[config.mk]
export PLATFORM = sky130hd
export DESIGN_NAME = nearest_neighbor_scale_address_top
export DESIGN_NICKNAME = d
export VERILOG_FILES = /design/src/rtl/nnsa_pkg.sv /design/src/rtl/nnsa_div.sv /design/src/rtl/nnsa_cfg.sv /design/src/rtl/nnsa_front.sv /design/src/rtl/nnsa_queue.sv /design/src/rtl/nnsa_back.sv /design/src/rtl/nearest_neighbor_scale_address_top.sv
export VERILOG_INCLUDE_DIRS = /design/src /design/src/rtl
export SDC_FILE = /design/constraint.sdc
export NUM_CORES = 2
export LEC_CHECK = 0
export BUFFER_PORTS_ARGS = -buffer_cell sky130_fd_sc_hd__buf_2
export CORE_UTILIZATION = 45
export CTS_BUF_LIST = sky130_fd_sc_hd__clkbuf_8
export DETAILED_ROUTE_END_ITERATION = 16
export HOLD_SLACK_MARGIN = 0.05
export RECOVER_POWER = 25
export SYNTH_ARGS = -nofsm -noshare
export SYNTH_HDL_FRONTEND = slang
export SYNTH_HIERARCHICAL = 1
export SYNTH_SLANG_ARGS = --single-unit
[constraint.sdc]
create_clock -name clk -period 9.4 [get_ports clk]
set_input_delay 1.88 -clock clk [delete_from_list [all_inputs] [get_ports clk]]
set_output_delay 1.88 -clock clk [all_outputs]
set_load 0.01 [all_outputs]
[src/rtl/nearest_neighbor_scale_address_top_assert.svh]
// Assertion helpers for the scaler address generator.
// Every user module has clk and rst_n in scope.
`ifndef NEAREST_NEIGHBOR_SCALE_ADDRESS_TOP_ASSERT_SVH
`define NEAREST_NEIGHBOR_SCALE_ADDRESS_TOP_ASSERT_SVH

// Check a property in the same cycle as its trigger.
`define NNSA_ASSERT_NOW(label, trig, prop) \
    label: assert property (@(posedge clk) disable iff (!rst_n) (trig) |-> (prop)) \
        else $error("nnsa assertion failed");

// Check a property in the cycle after its trigger.
`define NNSA_ASSERT_NEXT(label, trig, prop) \
    label: assert property (@(posedge clk) disable iff (!rst_n) (trig) |=> (prop)) \
        else $error("nnsa assertion failed");

`endif

[src/rtl/nnsa_pkg.sv]
package nnsa_pkg;

    // Field widths
    localparam int CFG_W    = 13;
    localparam int IDX_W    = 12;
    localparam int ADDR_W   = 24;
    localparam int SHIFT_W  = 12;
    localparam int REGSEL_W = 3;

    // Queue between front and back
    localparam int QUEUE_DEPTH = 4;
    localparam int QPTR_W      = 2;
    localparam int QCNT_W      = 3;

    typedef enum logic [REGSEL_W-1:0] {
        REG_SOURCE_WIDTH  = 3'd0,
        REG_SOURCE_HEIGHT = 3'd1,
        REG_TARGET_WIDTH  = 3'd2,
        REG_TARGET_HEIGHT = 3'd3,
        REG_SCALE_MODE    = 3'd4
    } cfg_reg_t;

    typedef enum logic {
        MODE_FIT  = 1'b0,
        MODE_FILL = 1'b1
    } mode_t;

    typedef enum logic {
        SEL_ROW    = 1'b0,
        SEL_COLUMN = 1'b1
    } ratio_sel_t;

    typedef enum logic [1:0] {
        DRV_IDLE    = 2'd0,
        DRV_PRODUCT = 2'd1,
        DRV_GO      = 2'd2,
        DRV_WAIT    = 2'd3
    } drv_state_t;

    typedef enum logic [1:0] {
        OP_ROW    = 2'd0,
        OP_COLUMN = 2'd1,
        OP_EXTENT = 2'd2,
        OP_SHIFT  = 2'd3
    } div_op_t;

    // Derived scaling setup handed from the configuration unit to the datapath
    typedef struct packed {
        logic               ready;
        logic [CFG_W-1:0]   sw;
        logic [CFG_W-1:0]   sh;
        logic [CFG_W-1:0]   tw;
        logic [CFG_W-1:0]   th;
        mode_t              mode;
        logic               fit_to_height;
        logic [CFG_W-1:0]   active_extent;
        logic [SHIFT_W-1:0] centring_shift;
    } settings_t;

    // One classified word in the queue
    typedef struct packed {
        logic              hit;
        logic [IDX_W-1:0]  row;
        logic [IDX_W-1:0]  col;
        ratio_sel_t        rsel;
        ratio_sel_t        csel;
        logic [ADDR_W-1:0] taddr;
    } item_t;

endpackage

[src/rtl/nnsa_div.sv]
module nnsa_div #(
    parameter int NUM_W = 29
) (
    input  logic                      clk,
    input  logic                      rst_n,
    input  logic                      start,
    input  logic [NUM_W-1:0]          num,
    input  logic [nnsa_pkg::CFG_W-1:0] den,
    output logic                      busy,
    output logic                      done,
    output logic [NUM_W-1:0]          quo
);

    localparam int CNT_W = $clog2(NUM_W + 1);

    logic                       busy_reg, busy_next;
    logic                       done_reg, done_next;
    logic [CNT_W-1:0]           cnt_reg, cnt_next;
    logic [nnsa_pkg::CFG_W-1:0] rem_reg, rem_next;
    logic [nnsa_pkg::CFG_W-1:0] den_reg, den_next;
    logic [NUM_W-1:0]           quo_reg, quo_next;
    logic [nnsa_pkg::CFG_W:0]   rem_shift;
    logic [nnsa_pkg::CFG_W:0]   rem_diff;
    logic                       fits;

    // One restoring step: bring down the next numerator bit
    assign rem_shift = {rem_reg, quo_reg[NUM_W-1]};
    assign fits      = rem_shift >= {1'b0, den_reg};
    assign rem_diff  = rem_shift - {1'b0, den_reg};

    always_comb
    begin
        busy_next = busy_reg;
        done_next = 1'b0;
        cnt_next  = cnt_reg;
        rem_next  = rem_reg;
        den_next  = den_reg;
        quo_next  = quo_reg;
        if (start)
        begin
            busy_next = 1'b1;
            cnt_next  = CNT_W'(NUM_W);
            rem_next  = '0;
            den_next  = den;
            quo_next  = num;
        end
        else if (busy_reg)
        begin
            rem_next = fits ? rem_diff[nnsa_pkg::CFG_W-1:0] : rem_shift[nnsa_pkg::CFG_W-1:0];
            quo_next = {quo_reg[NUM_W-2:0], fits};
            cnt_next = cnt_reg - CNT_W'(1);
            if (cnt_reg == CNT_W'(1))
            begin
                busy_next = 1'b0;
                done_next = 1'b1;
            end
        end
    end

    // Control state
    always_ff @(posedge clk or negedge rst_n)
    begin
        if (!rst_n)
        begin
            busy_reg <= 1'b0;
            done_reg <= 1'b0;
            cnt_reg  <= '0;
        end
        else
        begin
            busy_reg <= busy_next;
            done_reg <= done_next;
            cnt_reg  <= cnt_next;
        end
    end

    // Operands and partial result
    always_ff @(posedge clk)
    begin
        rem_reg <= rem_next;
        den_reg <= den_next;
        quo_reg <= quo_next;
    end

    assign busy = busy_reg;
    assign done = done_reg;
    assign quo  = quo_reg;

endmodule

[src/rtl/nnsa_cfg.sv]
`include "nearest_neighbor_scale_address_top_assert.svh"

module nnsa_cfg #(
    parameter int MAX_DIMENSION = 4096,
    parameter int FRACTION_BITS = 16
) (
    input  logic                                   clk,
    input  logic                                   rst_n,
    input  logic                                   cfg_valid,
    output logic                                   cfg_ready,
    input  logic [nnsa_pkg::REGSEL_W-1:0]          cfg_index,
    input  logic [nnsa_pkg::CFG_W-1:0]             cfg_data,
    output nnsa_pkg::settings_t                    settings,
    output logic [FRACTION_BITS+nnsa_pkg::IDX_W-1:0] ratio_row,
    output logic [FRACTION_BITS+nnsa_pkg::IDX_W-1:0] ratio_column
);

    localparam int CFG_W   = nnsa_pkg::CFG_W;
    localparam int RATIO_W = FRACTION_BITS + nnsa_pkg::IDX_W;
    localparam int PROD_W  = 2 * CFG_W;
    localparam int NUM_W   = (FRACTION_BITS + CFG_W > PROD_W + 1) ?
                             (FRACTION_BITS + CFG_W) : (PROD_W + 1);

    logic [CFG_W-1:0]     src_w_reg, src_h_reg, tgt_w_reg, tgt_h_reg;
    nnsa_pkg::mode_t      mode_reg;
    nnsa_pkg::drv_state_t state_reg, state_next;
    nnsa_pkg::div_op_t    op_reg, op_next;
    logic [PROD_W-1:0]    prod_a_reg, prod_a_next;
    logic [PROD_W-1:0]    prod_b_reg, prod_b_next;
    logic                 fit_h_reg;
    logic [RATIO_W-1:0]   ratio_row_reg, ratio_col_reg, ratio_sat;
    logic [CFG_W-1:0]     extent_reg;
    logic [nnsa_pkg::SHIFT_W-1:0] shift_reg;
    logic [CFG_W-1:0]     sw, sh, tw, th;
    logic                 cfg_wr;
    logic                 div_start, div_busy, div_done;
    logic [NUM_W-1:0]     div_num, div_quo;
    logic [CFG_W-1:0]     div_den;

    // Map zero to one and clip to the largest supported dimension
    function automatic logic [CFG_W-1:0] dim_of(input logic [CFG_W-1:0] v);
        logic [CFG_W-1:0] d;
        if (v == '0)
            d = CFG_W'(1);
        else if (int'(v) > MAX_DIMENSION)
            d = CFG_W'(MAX_DIMENSION);
        else
            d = v;
        return d;
    endfunction

    assign cfg_ready = 1'b1;
    assign cfg_wr    = cfg_valid;

    assign sw = dim_of(src_w_reg);
    assign sh = dim_of(src_h_reg);
    assign tw = dim_of(tgt_w_reg);
    assign th = dim_of(tgt_h_reg);

    // Register file
    always_ff @(posedge clk or negedge rst_n)
    begin
        if (!rst_n)
        begin
            src_w_reg <= CFG_W'(640);
            src_h_reg <= CFG_W'(480);
            tgt_w_reg <= CFG_W'(640);
            tgt_h_reg <= CFG_W'(480);
            mode_reg  <= nnsa_pkg::MODE_FIT;
        end
        else if (cfg_wr)
        begin
            case (cfg_index)
                nnsa_pkg::REG_SOURCE_WIDTH:  src_w_reg <= cfg_data;
                nnsa_pkg::REG_SOURCE_HEIGHT: src_h_reg <= cfg_data;
                nnsa_pkg::REG_TARGET_WIDTH:  tgt_w_reg <= cfg_data;
                nnsa_pkg::REG_TARGET_HEIGHT: tgt_h_reg <= cfg_data;
                nnsa_pkg::REG_SCALE_MODE:    mode_reg  <= nnsa_pkg::mode_t'(cfg_data[0]);
                default: ;
            endcase
        end
    end

    // Derivation sequencer: next state
    always_comb
    begin
        state_next = state_reg;
        op_next    = op_reg;
        if (cfg_wr)
        begin
            state_next = nnsa_pkg::DRV_PRODUCT;
        end
        else
        begin
            case (state_reg)
                nnsa_pkg::DRV_PRODUCT:
                begin
                    state_next = nnsa_pkg::DRV_GO;
                    op_next    = nnsa_pkg::OP_ROW;
                end
                nnsa_pkg::DRV_GO:
                begin
                    state_next = nnsa_pkg::DRV_WAIT;
                end
                nnsa_pkg::DRV_WAIT:
                begin
                    if (div_done)
                    begin
                        if (op_reg == nnsa_pkg::OP_SHIFT)
                        begin
                            state_next = nnsa_pkg::DRV_IDLE;
                        end
                        else
                        begin
                            state_next = nnsa_pkg::DRV_GO;
                            op_next    = nnsa_pkg::div_op_t'(op_reg + 2'd1);
                        end
                    end
                end
                nnsa_pkg::DRV_IDLE: ;
                default: state_next = nnsa_pkg::DRV_PRODUCT;
            endcase
        end
    end

    // Derivation sequencer: divider operands
    always_comb
    begin
        div_start = (state_reg == nnsa_pkg::DRV_GO);
        div_num   = '0;
        div_den   = CFG_W'(1);
        case (op_reg)
            nnsa_pkg::OP_ROW:
            begin
                div_num = NUM_W'(sh) << FRACTION_BITS;
                div_den = th;
            end
            nnsa_pkg::OP_COLUMN:
            begin
                div_num = NUM_W'(sw) << FRACTION_BITS;
                div_den = tw;
            end
            nnsa_pkg::OP_EXTENT:
            begin
                // Round up: add divisor minus one
                div_num = fit_h_reg ? NUM_W'(prod_a_reg) + NUM_W'(sh) - NUM_W'(1)
                                    : NUM_W'(prod_b_reg) + NUM_W'(sw) - NUM_W'(1);
                div_den = fit_h_reg ? sh : sw;
            end
            nnsa_pkg::OP_SHIFT:
            begin
                // Halve the quotient afterwards
                div_num = fit_h_reg ? NUM_W'(prod_b_reg - prod_a_reg)
                                    : NUM_W'(prod_a_reg - prod_b_reg);
                div_den = fit_h_reg ? sh : sw;
            end
            default: ;
        endcase
    end

    assign prod_a_next = PROD_W'(sw) * PROD_W'(th);
    assign prod_b_next = PROD_W'(sh) * PROD_W'(tw);
    assign ratio_sat   = (div_quo[NUM_W-1:RATIO_W] != '0) ? '1 : div_quo[RATIO_W-1:0];

    always_ff @(posedge clk or negedge rst_n)
    begin
        if (!rst_n)
        begin
            state_reg <= nnsa_pkg::DRV_PRODUCT;
            op_reg    <= nnsa_pkg::OP_ROW;
        end
        else
        begin
            state_reg <= state_next;
            op_reg    <= op_next;
        end
    end

    // Capture cross products and division results
    always_ff @(posedge clk)
    begin
        if (state_reg == nnsa_pkg::DRV_PRODUCT)
        begin
            prod_a_reg <= prod_a_next;
            prod_b_reg <= prod_b_next;
        end
        if (state_reg == nnsa_pkg::DRV_GO)
        begin
            fit_h_reg <= !(prod_a_reg > prod_b_reg);
        end
        if ((state_reg == nnsa_pkg::DRV_WAIT) && div_done)
        begin
            case (op_reg)
                nnsa_pkg::OP_ROW:    ratio_row_reg <= ratio_sat;
                nnsa_pkg::OP_COLUMN: ratio_col_reg <= ratio_sat;
                nnsa_pkg::OP_EXTENT: extent_reg    <= div_quo[CFG_W-1:0];
                nnsa_pkg::OP_SHIFT:  shift_reg     <= div_quo[nnsa_pkg::SHIFT_W:1];
                default: ;
            endcase
        end
    end

    nnsa_div #(
        .NUM_W (NUM_W)
    ) u_div (
        .clk   (clk),
        .rst_n (rst_n),
        .start (div_start),
        .num   (div_num),
        .den   (div_den),
        .busy  (div_busy),
        .done  (div_done),
        .quo   (div_quo)
    );

    always_comb
    begin
        settings.ready          = (state_reg == nnsa_pkg::DRV_IDLE);
        settings.sw             = sw;
        settings.sh             = sh;
        settings.tw             = tw;
        settings.th             = th;
        settings.mode           = mode_reg;
        settings.fit_to_height  = fit_h_reg;
        settings.active_extent  = extent_reg;
        settings.centring_shift = shift_reg;
    end

    assign ratio_row    = ratio_row_reg;
    assign ratio_column = ratio_col_reg;

    // The divider is quiet whenever the setup is reported complete
    `NNSA_ASSERT_NOW(a_idle_div_quiet, state_reg == nnsa_pkg::DRV_IDLE, !div_busy)

endmodule

[src/rtl/nnsa_front.sv]
module nnsa_front (
    input  logic                         clk,
    input  logic                         rst_n,
    input  logic                         in_valid,
    output logic                         in_ready,
    input  logic [nnsa_pkg::IDX_W-1:0]   row_index,
    input  logic [nnsa_pkg::IDX_W-1:0]   column_index,
    input  nnsa_pkg::settings_t          settings,
    input  logic                         full,
    output logic                         push,
    output nnsa_pkg::item_t              entry
);

    localparam int CFG_W = nnsa_pkg::CFG_W;
    localparam int TA_W  = 2 * CFG_W + 1;

    logic                        f_valid_reg, f_valid_next;
    logic                        hit_reg, hit_next;
    logic [nnsa_pkg::IDX_W-1:0]  row_reg, col_reg;
    nnsa_pkg::ratio_sel_t        rsel_reg, rsel_next;
    nnsa_pkg::ratio_sel_t        csel_reg, csel_next;
    logic [CFG_W-1:0]            row_off_reg, row_off_next;
    logic [CFG_W-1:0]            col_off_reg, col_off_next;
    logic [CFG_W-1:0]            row_w, col_w;
    logic [TA_W-1:0]             taddr_full;
    logic                        accept;

    assign in_ready = settings.ready && (!f_valid_reg || !full);
    assign accept   = in_valid && in_ready;
    assign push     = f_valid_reg && !full;

    assign row_w = CFG_W'(row_index);
    assign col_w = CFG_W'(column_index);

    // Classify the position against the active region
    always_comb
    begin
        hit_next     = 1'b0;
        rsel_next    = nnsa_pkg::SEL_ROW;
        csel_next    = nnsa_pkg::SEL_COLUMN;
        row_off_next = row_w;
        col_off_next = col_w;
        case (settings.mode)
            nnsa_pkg::MODE_FILL:
            begin
                hit_next = (row_w < settings.th) && (col_w < settings.tw);
            end
            nnsa_pkg::MODE_FIT:
            begin
                if (settings.fit_to_height)
                begin
                    hit_next     = (row_w < settings.th) && (col_w < settings.active_extent);
                    csel_next    = nnsa_pkg::SEL_ROW;
                    col_off_next = col_w + CFG_W'(settings.centring_shift);
                end
                else
                begin
                    hit_next     = (row_w < settings.active_extent) && (col_w < settings.tw);
                    rsel_next    = nnsa_pkg::SEL_COLUMN;
                    row_off_next = row_w + CFG_W'(settings.centring_shift);
                end
            end
            default: ;
        endcase
    end

    always_comb
    begin
        f_valid_next = f_valid_reg;
        if (accept)
            f_valid_next = 1'b1;
        else if (push)
            f_valid_next = 1'b0;
    end

    always_ff @(posedge clk or negedge rst_n)
    begin
        if (!rst_n)
            f_valid_reg <= 1'b0;
        else
            f_valid_reg <= f_valid_next;
    end

    // Hold the classified word until the queue takes it
    always_ff @(posedge clk)
    begin
        if (accept)
        begin
            hit_reg     <= hit_next;
            row_reg     <= row_index;
            col_reg     <= column_index;
            rsel_reg    <= rsel_next;
            csel_reg    <= csel_next;
            row_off_reg <= row_off_next;
            col_off_reg <= col_off_next;
        end
    end

    // Linear destination index with the centring offset folded in
    assign taddr_full = TA_W'(row_off_reg) * TA_W'(settings.tw) + TA_W'(col_off_reg);

    always_comb
    begin
        entry.hit   = hit_reg;
        entry.row   = row_reg;
        entry.col   = col_reg;
        entry.rsel  = rsel_reg;
        entry.csel  = csel_reg;
        entry.taddr = taddr_full[nnsa_pkg::ADDR_W-1:0];
    end

endmodule

[src/rtl/nnsa_queue.sv]
`include "nearest_neighbor_scale_address_top_assert.svh"

module nnsa_queue (
    input  logic            clk,
    input  logic            rst_n,
    input  logic            push,
    input  nnsa_pkg::item_t wr_item,
    output logic            full,
    input  logic            pop,
    output nnsa_pkg::item_t rd_item,
    output logic            empty
);

    localparam int QPTR_W = nnsa_pkg::QPTR_W;
    localparam int QCNT_W = nnsa_pkg::QCNT_W;

    nnsa_pkg::item_t   slot_reg [nnsa_pkg::QUEUE_DEPTH];
    logic [QPTR_W-1:0] wr_ptr_reg, wr_ptr_next;
    logic [QPTR_W-1:0] rd_ptr_reg, rd_ptr_next;
    logic [QCNT_W-1:0] count_reg, count_next;

    assign full    = (count_reg == QCNT_W'(nnsa_pkg::QUEUE_DEPTH));
    assign empty   = (count_reg == '0);
    assign rd_item = slot_reg[rd_ptr_reg];

    // Advance pointers and occupancy
    always_comb
    begin
        wr_ptr_next = push ? wr_ptr_reg + QPTR_W'(1) : wr_ptr_reg;
        rd_ptr_next = pop ? rd_ptr_reg + QPTR_W'(1) : rd_ptr_reg;
        count_next  = count_reg;
        if (push && !pop)
            count_next = count_reg + QCNT_W'(1);
        else if (pop && !push)
            count_next = count_reg - QCNT_W'(1);
    end

    always_ff @(posedge clk or negedge rst_n)
    begin
        if (!rst_n)
        begin
            wr_ptr_reg <= '0;
            rd_ptr_reg <= '0;
            count_reg  <= '0;
        end
        else
        begin
            wr_ptr_reg <= wr_ptr_next;
            rd_ptr_reg <= rd_ptr_next;
            count_reg  <= count_next;
        end
    end

    // Store the incoming word
    always_ff @(posedge clk)
    begin
        if (push)
            slot_reg[wr_ptr_reg] <= wr_item;
    end

    `NNSA_ASSERT_NOW(a_queue_bound, 1'b1, count_reg <= QCNT_W'(nnsa_pkg::QUEUE_DEPTH))
    `NNSA_ASSERT_NOW(a_pop_has_word, pop, count_reg != '0)

endmodule

[src/rtl/nnsa_back.sv]
module nnsa_back #(
    parameter int FRACTION_BITS = 16
) (
    input  logic                                     clk,
    input  logic                                     rst_n,
    input  logic                                     empty,
    output logic                                     pop,
    input  nnsa_pkg::item_t                          head,
    input  nnsa_pkg::settings_t                      settings,
    input  logic [FRACTION_BITS+nnsa_pkg::IDX_W-1:0] ratio_row,
    input  logic [FRACTION_BITS+nnsa_pkg::IDX_W-1:0] ratio_column,
    output logic                                     out_valid,
    input  logic                                     out_ready,
    output logic                                     write_valid,
    output logic [nnsa_pkg::ADDR_W-1:0]              target_address,
    output logic [nnsa_pkg::ADDR_W-1:0]              source_address
);

    localparam int CFG_W   = nnsa_pkg::CFG_W;
    localparam int ADDR_W  = nnsa_pkg::ADDR_W;
    localparam int RATIO_W = FRACTION_BITS + nnsa_pkg::IDX_W;
    localparam int MUL_W   = nnsa_pkg::IDX_W + RATIO_W;
    localparam int COORD_W = 2 * nnsa_pkg::IDX_W;
    localparam int SA_W    = 2 * CFG_W + 1;

    logic                 adv;
    logic [RATIO_W-1:0]   rratio, cratio;
    logic [MUL_W-1:0]     prod_r, prod_c;

    logic                 s1_valid_reg, s1_valid_next;
    logic                 s1_hit_reg;
    logic [ADDR_W-1:0]    s1_taddr_reg;
    logic [COORD_W-1:0]   s1_crow_reg, s1_crow_next;
    logic [COORD_W-1:0]   s1_ccol_reg, s1_ccol_next;

    logic                 s2_valid_reg;
    logic                 s2_hit_reg;
    logic [ADDR_W-1:0]    s2_taddr_reg;
    logic [CFG_W-1:0]     s2_srow_reg, s2_srow_next;
    logic [CFG_W-1:0]     s2_scol_reg, s2_scol_next;

    logic                 out_valid_reg;
    logic                 wv_reg;
    logic [ADDR_W-1:0]    ta_reg, ta_next;
    logic [ADDR_W-1:0]    sa_reg, sa_next;
    logic [SA_W-1:0]      sa_full;

    // Whole pipe moves unless a finished word is stalled at the output
    assign adv = !out_valid_reg || out_ready;
    assign pop = adv && !empty;

    // Stage 1: scale the indices into source coordinates
    assign rratio = (head.rsel == nnsa_pkg::SEL_ROW) ? ratio_row : ratio_column;
    assign cratio = (head.csel == nnsa_pkg::SEL_ROW) ? ratio_row : ratio_column;
    assign prod_r = MUL_W'(head.row) * MUL_W'(rratio);
    assign prod_c = MUL_W'(head.col) * MUL_W'(cratio);
    assign s1_crow_next  = prod_r[FRACTION_BITS +: COORD_W];
    assign s1_ccol_next  = prod_c[FRACTION_BITS +: COORD_W];
    assign s1_valid_next = pop;

    // Stage 2: clamp to the last source row and column
    assign s2_srow_next = (s1_crow_reg >= COORD_W'(settings.sh)) ?
                          (settings.sh - CFG_W'(1)) : s1_crow_reg[CFG_W-1:0];
    assign s2_scol_next = (s1_ccol_reg >= COORD_W'(settings.sw)) ?
                          (settings.sw - CFG_W'(1)) : s1_ccol_reg[CFG_W-1:0];

    // Stage 3: linear source index, zero both addresses outside the region
    assign sa_full = SA_W'(s2_srow_reg) * SA_W'(settings.sw) + SA_W'(s2_scol_reg);
    assign sa_next = s2_hit_reg ? sa_full[ADDR_W-1:0] : '0;
    assign ta_next = s2_hit_reg ? s2_taddr_reg : '0;

    always_ff @(posedge clk or negedge rst_n)
    begin
        if (!rst_n)
        begin
            s1_valid_reg  <= 1'b0;
            s2_valid_reg  <= 1'b0;
            out_valid_reg <= 1'b0;
        end
        else if (adv)
        begin
            s1_valid_reg  <= s1_valid_next;
            s2_valid_reg  <= s1_valid_reg;
            out_valid_reg <= s2_valid_reg;
        end
    end

    always_ff @(posedge clk)
    begin
        if (adv)
        begin
            s1_hit_reg   <= head.hit;
            s1_taddr_reg <= head.taddr;
            s1_crow_reg  <= s1_crow_next;
            s1_ccol_reg  <= s1_ccol_next;
            s2_hit_reg   <= s1_hit_reg;
            s2_taddr_reg <= s1_taddr_reg;
            s2_srow_reg  <= s2_srow_next;
            s2_scol_reg  <= s2_scol_next;
            wv_reg       <= s2_hit_reg;
            ta_reg       <= ta_next;
            sa_reg       <= sa_next;
        end
    end

    assign out_valid      = out_valid_reg;
    assign write_valid    = wv_reg;
    assign target_address = ta_reg;
    assign source_address = sa_reg;

endmodule

[src/rtl/nearest_neighbor_scale_address_top.sv]
// Nearest-neighbor scaler address generator.
// Config channel (cfg_valid/cfg_ready, cfg_index, cfg_data) sets source and
// target sizes and the scale mode; it is always ready. Write it only while
// no words are in flight. Each write starts a new setup pass.
// Input channel (in_valid/in_ready) takes one word of row_index and
// column_index; output channel (out_valid/out_ready) returns write_valid,
// target_address and source_address for it, in order.
// Throughput: one word per cycle unless the output stalls or a setup pass runs.
// Each word passes through the front register, the queue and the back pipeline.
// Setup pass: one shared radix-2 divider computes both scale ratios, the
// active extent and the centring shift in turn, on an N-bit numerator with
// N = max(FRACTION_BITS + 13, 27), 29 at the defaults. in_ready
// stays low through the pass, which also runs right after reset.
// When the receiver stalls, the output word holds, the back pipeline holds
// and a 4-word queue plus the front register keep taking input until full.
// Reset (rst_n, asynchronous, active low) restores 640x480 to 640x480 in
// fit mode and empties the pipeline.
`include "nearest_neighbor_scale_address_top_assert.svh"

module nearest_neighbor_scale_address_top #(
    parameter int MAX_DIMENSION = 4096,
    parameter int FRACTION_BITS = 16
) (
    input  logic                                clk,
    input  logic                                rst_n,
    input  logic                                cfg_valid,
    output logic                                cfg_ready,
    input  logic [nnsa_pkg::REGSEL_W-1:0]       cfg_index,
    input  logic [nnsa_pkg::CFG_W-1:0]          cfg_data,
    input  logic                                in_valid,
    output logic                                in_ready,
    input  logic [nnsa_pkg::IDX_W-1:0]          row_index,
    input  logic [nnsa_pkg::IDX_W-1:0]          column_index,
    output logic                                out_valid,
    input  logic                                out_ready,
    output logic                                write_valid,
    output logic [nnsa_pkg::ADDR_W-1:0]         target_address,
    output logic [nnsa_pkg::ADDR_W-1:0]         source_address
);

    localparam int RATIO_W = FRACTION_BITS + nnsa_pkg::IDX_W;

    nnsa_pkg::settings_t settings;
    logic [RATIO_W-1:0]  ratio_row, ratio_column;
    logic                push, full, pop, empty;
    nnsa_pkg::item_t     entry, head;

    nnsa_cfg #(
        .MAX_DIMENSION (MAX_DIMENSION),
        .FRACTION_BITS (FRACTION_BITS)
    ) u_cfg (
        .clk          (clk),
        .rst_n        (rst_n),
        .cfg_valid    (cfg_valid),
        .cfg_ready    (cfg_ready),
        .cfg_index    (cfg_index),
        .cfg_data     (cfg_data),
        .settings     (settings),
        .ratio_row    (ratio_row),
        .ratio_column (ratio_column)
    );

    nnsa_front u_front (
        .clk          (clk),
        .rst_n        (rst_n),
        .in_valid     (in_valid),
        .in_ready     (in_ready),
        .row_index    (row_index),
        .column_index (column_index),
        .settings     (settings),
        .full         (full),
        .push         (push),
        .entry        (entry)
    );

    nnsa_queue u_queue (
        .clk     (clk),
        .rst_n   (rst_n),
        .push    (push),
        .wr_item (entry),
        .full    (full),
        .pop     (pop),
        .rd_item (head),
        .empty   (empty)
    );

    nnsa_back #(
        .FRACTION_BITS (FRACTION_BITS)
    ) u_back (
        .clk            (clk),
        .rst_n          (rst_n),
        .empty          (empty),
        .pop            (pop),
        .head           (head),
        .settings       (settings),
        .ratio_row      (ratio_row),
        .ratio_column   (ratio_column),
        .out_valid      (out_valid),
        .out_ready      (out_ready),
        .write_valid    (write_valid),
        .target_address (target_address),
        .source_address (source_address)
    );

    // Positions outside the active region report no addresses
    `NNSA_ASSERT_NOW(a_miss_zero, out_valid && !write_valid, (target_address == '0) && (source_address == '0))
    // A config write holds off input while the setup is recomputed
    `NNSA_ASSERT_NEXT(a_cfg_blocks_input, cfg_valid && cfg_ready, !in_ready)

endmodule
==> summary.txt <==
Global route
  – M2 GR Usage: 0.430
  – GR peak layer: met2
  – GR Layer Usage met1: 0.352
  – Largest net degree at the start of global routing: 122
  – Global-route wire length before repair: 358 mm
  – Initial antenna violation count: 17
  – Vias in the first global route: 58.8k
  – Tot GR Track Use: 0.265
  – Total grt overflow: 0
  – Met3 usage: 0.0422

Clocking
  – CTS clk-pin slew, worst paths: 0.07 ns
  – Worst-Skew Late Latency: 0.89 ns
  – Clock Tree Buf Depth: 3
  – CTS Buf Count: 120
  – Setup bufs post-CTS: 0
  – Hold_buf cts: 0
  – H-tree depth: 3
  – Post-cts repair resize count: 0
  – CTS Root Buffer Type: clkbuf_8
  – CTS sink count: 694
  – CTS tree: built

Drt
  – Initial drt markers: 4,358
  – Via-to-Cell Ratio: 5.51
  – DR WL/cell: 22.7 microns
  – Routed WL: 234 mm
  – Antenna-violating nets left: 0
  – # DRC: 0
  – First-pass iteration count of the detailed router: 5
  – Vias: 56.9k

Logic synthesis
  – Post-synth EDFFs: 606
  – Simple-gate share of the synthesized area: 0.129
  – Post-synthesis instance total: 7,945
  – Post-Synth XOR/XNOR Area: 0.0274
  – Synthesis Warnings: 6
  – Mux contribution to synthesized area: 0.0412
  – Ys flop type: edfxtp_1
  – Main combinational cell family by area after synthesis: adder cells
  – Syn nets: 9,716
  – Post-Syn Area per Cell: 9.95 sq um
  – Synth unique cells: 117
  – Adder-cell share of the synthesized area: 0.371
  – Register area share after synthesis: 0.257
  – #FFs+latches synth: 694
  – Synth Cell Area: 0.0790 sq mm
  – Fraction of registers with async set/reset: 0.108
  – Post-synthesis compound-gate area fraction: 0.0839

Finish
  – Finished Core Util: 0.484
  – Fin nets: 9,662
  – Most frequent cells in the layout: inv_1, nand2_1, fa_1, ha_1, edfxtp_1
  – P&R area growth vs syn: 6.65%
  – Most common cell after layout, fill and taps aside: inv_1
  – Layout cells sized above 1: 0.0815
  – Max reg flops: 204

Worst setup path
  – CP Capture Type: flop
  – Setup slack on the worst flop-to-flop path: 1.69 ns
  – Critical Path RT: 10.12 ns
  – Critical path origin: u_cfg/tgt_w_reg[12]
  – Critical path, cell by cell: nand2b_1 -> buf_4 -> inv_1 -> buf_4 -> nand2_1 -> fa_1 -> fa_1 -> inv_1 -> fa_1 -> inv_1 -> fa_1 -> fa_1 -> inv_1 -> fa_1 -> ha_1 -> a211oi_2 -> o21a_1 -> nor3_1 -> or4_1 -> o211a_1 -> or4_1 -> nand4_1
  – Type of the worst setup path: flop to flop
  – Critical Path Fanout Max: 23
  – Crit-path most repeated cell: fa_1
  – CP Launch Type: flop
  – R2R depth: 22
  – FF-to-FF End: u_queue/slot_reg[3][22]
  – Arrival @ worst endpoint: 8.43 ns
  – RR Startpoint: u_cfg/tgt_w_reg[12]
  – Worst path max stage delay: 0.74 ns
  – Critical Path Sink: u_queue/slot_reg[3][22]
  – CP max stage cell: dfrtp_1

Floorplanning
  – Core area: 0.174 sq mm
  – Ports: 97
  – Starting Density: 0.454
  – Die Area: 0.177 sq mm
  – Die Span Y: 421 microns
  – Die width: 421 microns
  – Core Rows: 153

Outcome
  – Failing checks: capacitance limit, slew limit
  – Status: finished with violations

Placed design
  – Placer Congestion: 0.959
  – IO buf count: 95
  – DP Wirelength: 183 mm

Job
  – MaxCap Viol Count: 5

Min path
  – Hold wc startpoint: u_back/s1_taddr_reg[20]
  – Worst Hold Class: flop to flop
  – Hold Path Stages: 0

STA
  – Fin Setup TNS: 0 ns
  – Final Hold Fails: 0
  – RSZ-0062 raised after global routing: false
  – Worst Tran Pin Value: 3.83 ns
  – Max-slew headroom: -1.56
  – Final worst-path cycle share: 0.820
  – Max frequency: 130 MHz
  – Hold WS: 0.419 ns
  – Layout Skew: 0.0401 ns
  – Final min period: 7.71 ns
  – Fin. max-slew vios: 214
  – Final-report setup violation count: 0
## cells by family (layout without fill, tap and decap cells)
| group | count (synthesis) | count (layout) |
|---|---|---|
| simple gates | 2186 | 2186 |
| buf+inv | 1864 | 1918 |
| fa+ha+maj | 1726 | 1726 |
| compound gates | 988 | 988 |
| flops | 694 | 694 |
| xor+xnor | 247 | 247 |
| mux | 239 | 239 |
| other cells | 1 | 8 |
## stage by stage
| step | setup slack [ns] | instance area [sq um] | cells |
|---|---|---|---|
| floorplan | 1.92 | 79000 | 7945 |
| global placement | 1.58 | 81600 | 10100 |
| detailed placement | 1.59 | 81600 | 10100 |
| CTS | 1.62 | 84300 | 10300 |
| global route | 1.27 | 84300 | 10300 |
| finish | 1.69 | 84300 | 10300 |
## area by class of cell
class                   instances  area (sq um)
inverters                    1510          5680
well taps                    2325          2910
multi-input cells            5387         51600
diodes                          7          17.5
flip-flops and latches        694         20400
clock inverters               106          1020
repair buffers                178          1050
fillers                     16400         89900
clock buffers                 124          1710
## routing by layer
layer	routed length [microns]	vias to the layer above
met5	36	-
met4	9880	6
met3	14900	440
met2	111000	1952
met1	98800	29000
li1	-	25500
## worst max-delay path, delay by kind of cell (launching register included)
family / cells / cell delay, ns
buf+inv: 6 / 1.28
simple gates: 6 / 1.51
fa+ha+maj: 7 / 3.36
flops: 1 / 0.74
compound gates: 3 / 0.64
## Yosys cell counts, types with 48 or more instances
master       n  area (sq um)
nand2b_1    54           338
o21ai_0    176           881
ha_1       700          8760
inv_1     1490          5590
and2_1     385          2410
clkbuf_1   283          1060
edfxtp_1   606         18200
mux4_2      48          1080
xnor2_1    165          1450
nor3_1      62           310
mux2_2     165          1860
nand2_1   1047          3930
nor2_1     330          1240
dfrtp_1     62          1550
fa_1      1026         20500
xor2_1      82           718
nand3_1     78           390
a21oi_1    256          1280
a21o_1     136          1020
## how the worst min path moves through the flow
stage	endpoint	slack, ns
floorplan	u_back/s2_hit_reg	0.40
global placement	u_back/s2_taddr_reg[14]	0.40
detailed placement	u_back/s2_taddr_reg[14]	0.40
CTS	u_back/s2_hit_reg	0.41
global route	u_back/s2_hit_reg	0.42
finish	u_back/s2_taddr_reg[20]	0.42
Power is not shown: default switching activity piles up to over one toggle a cycle in this logic, so the estimate is an artifact.
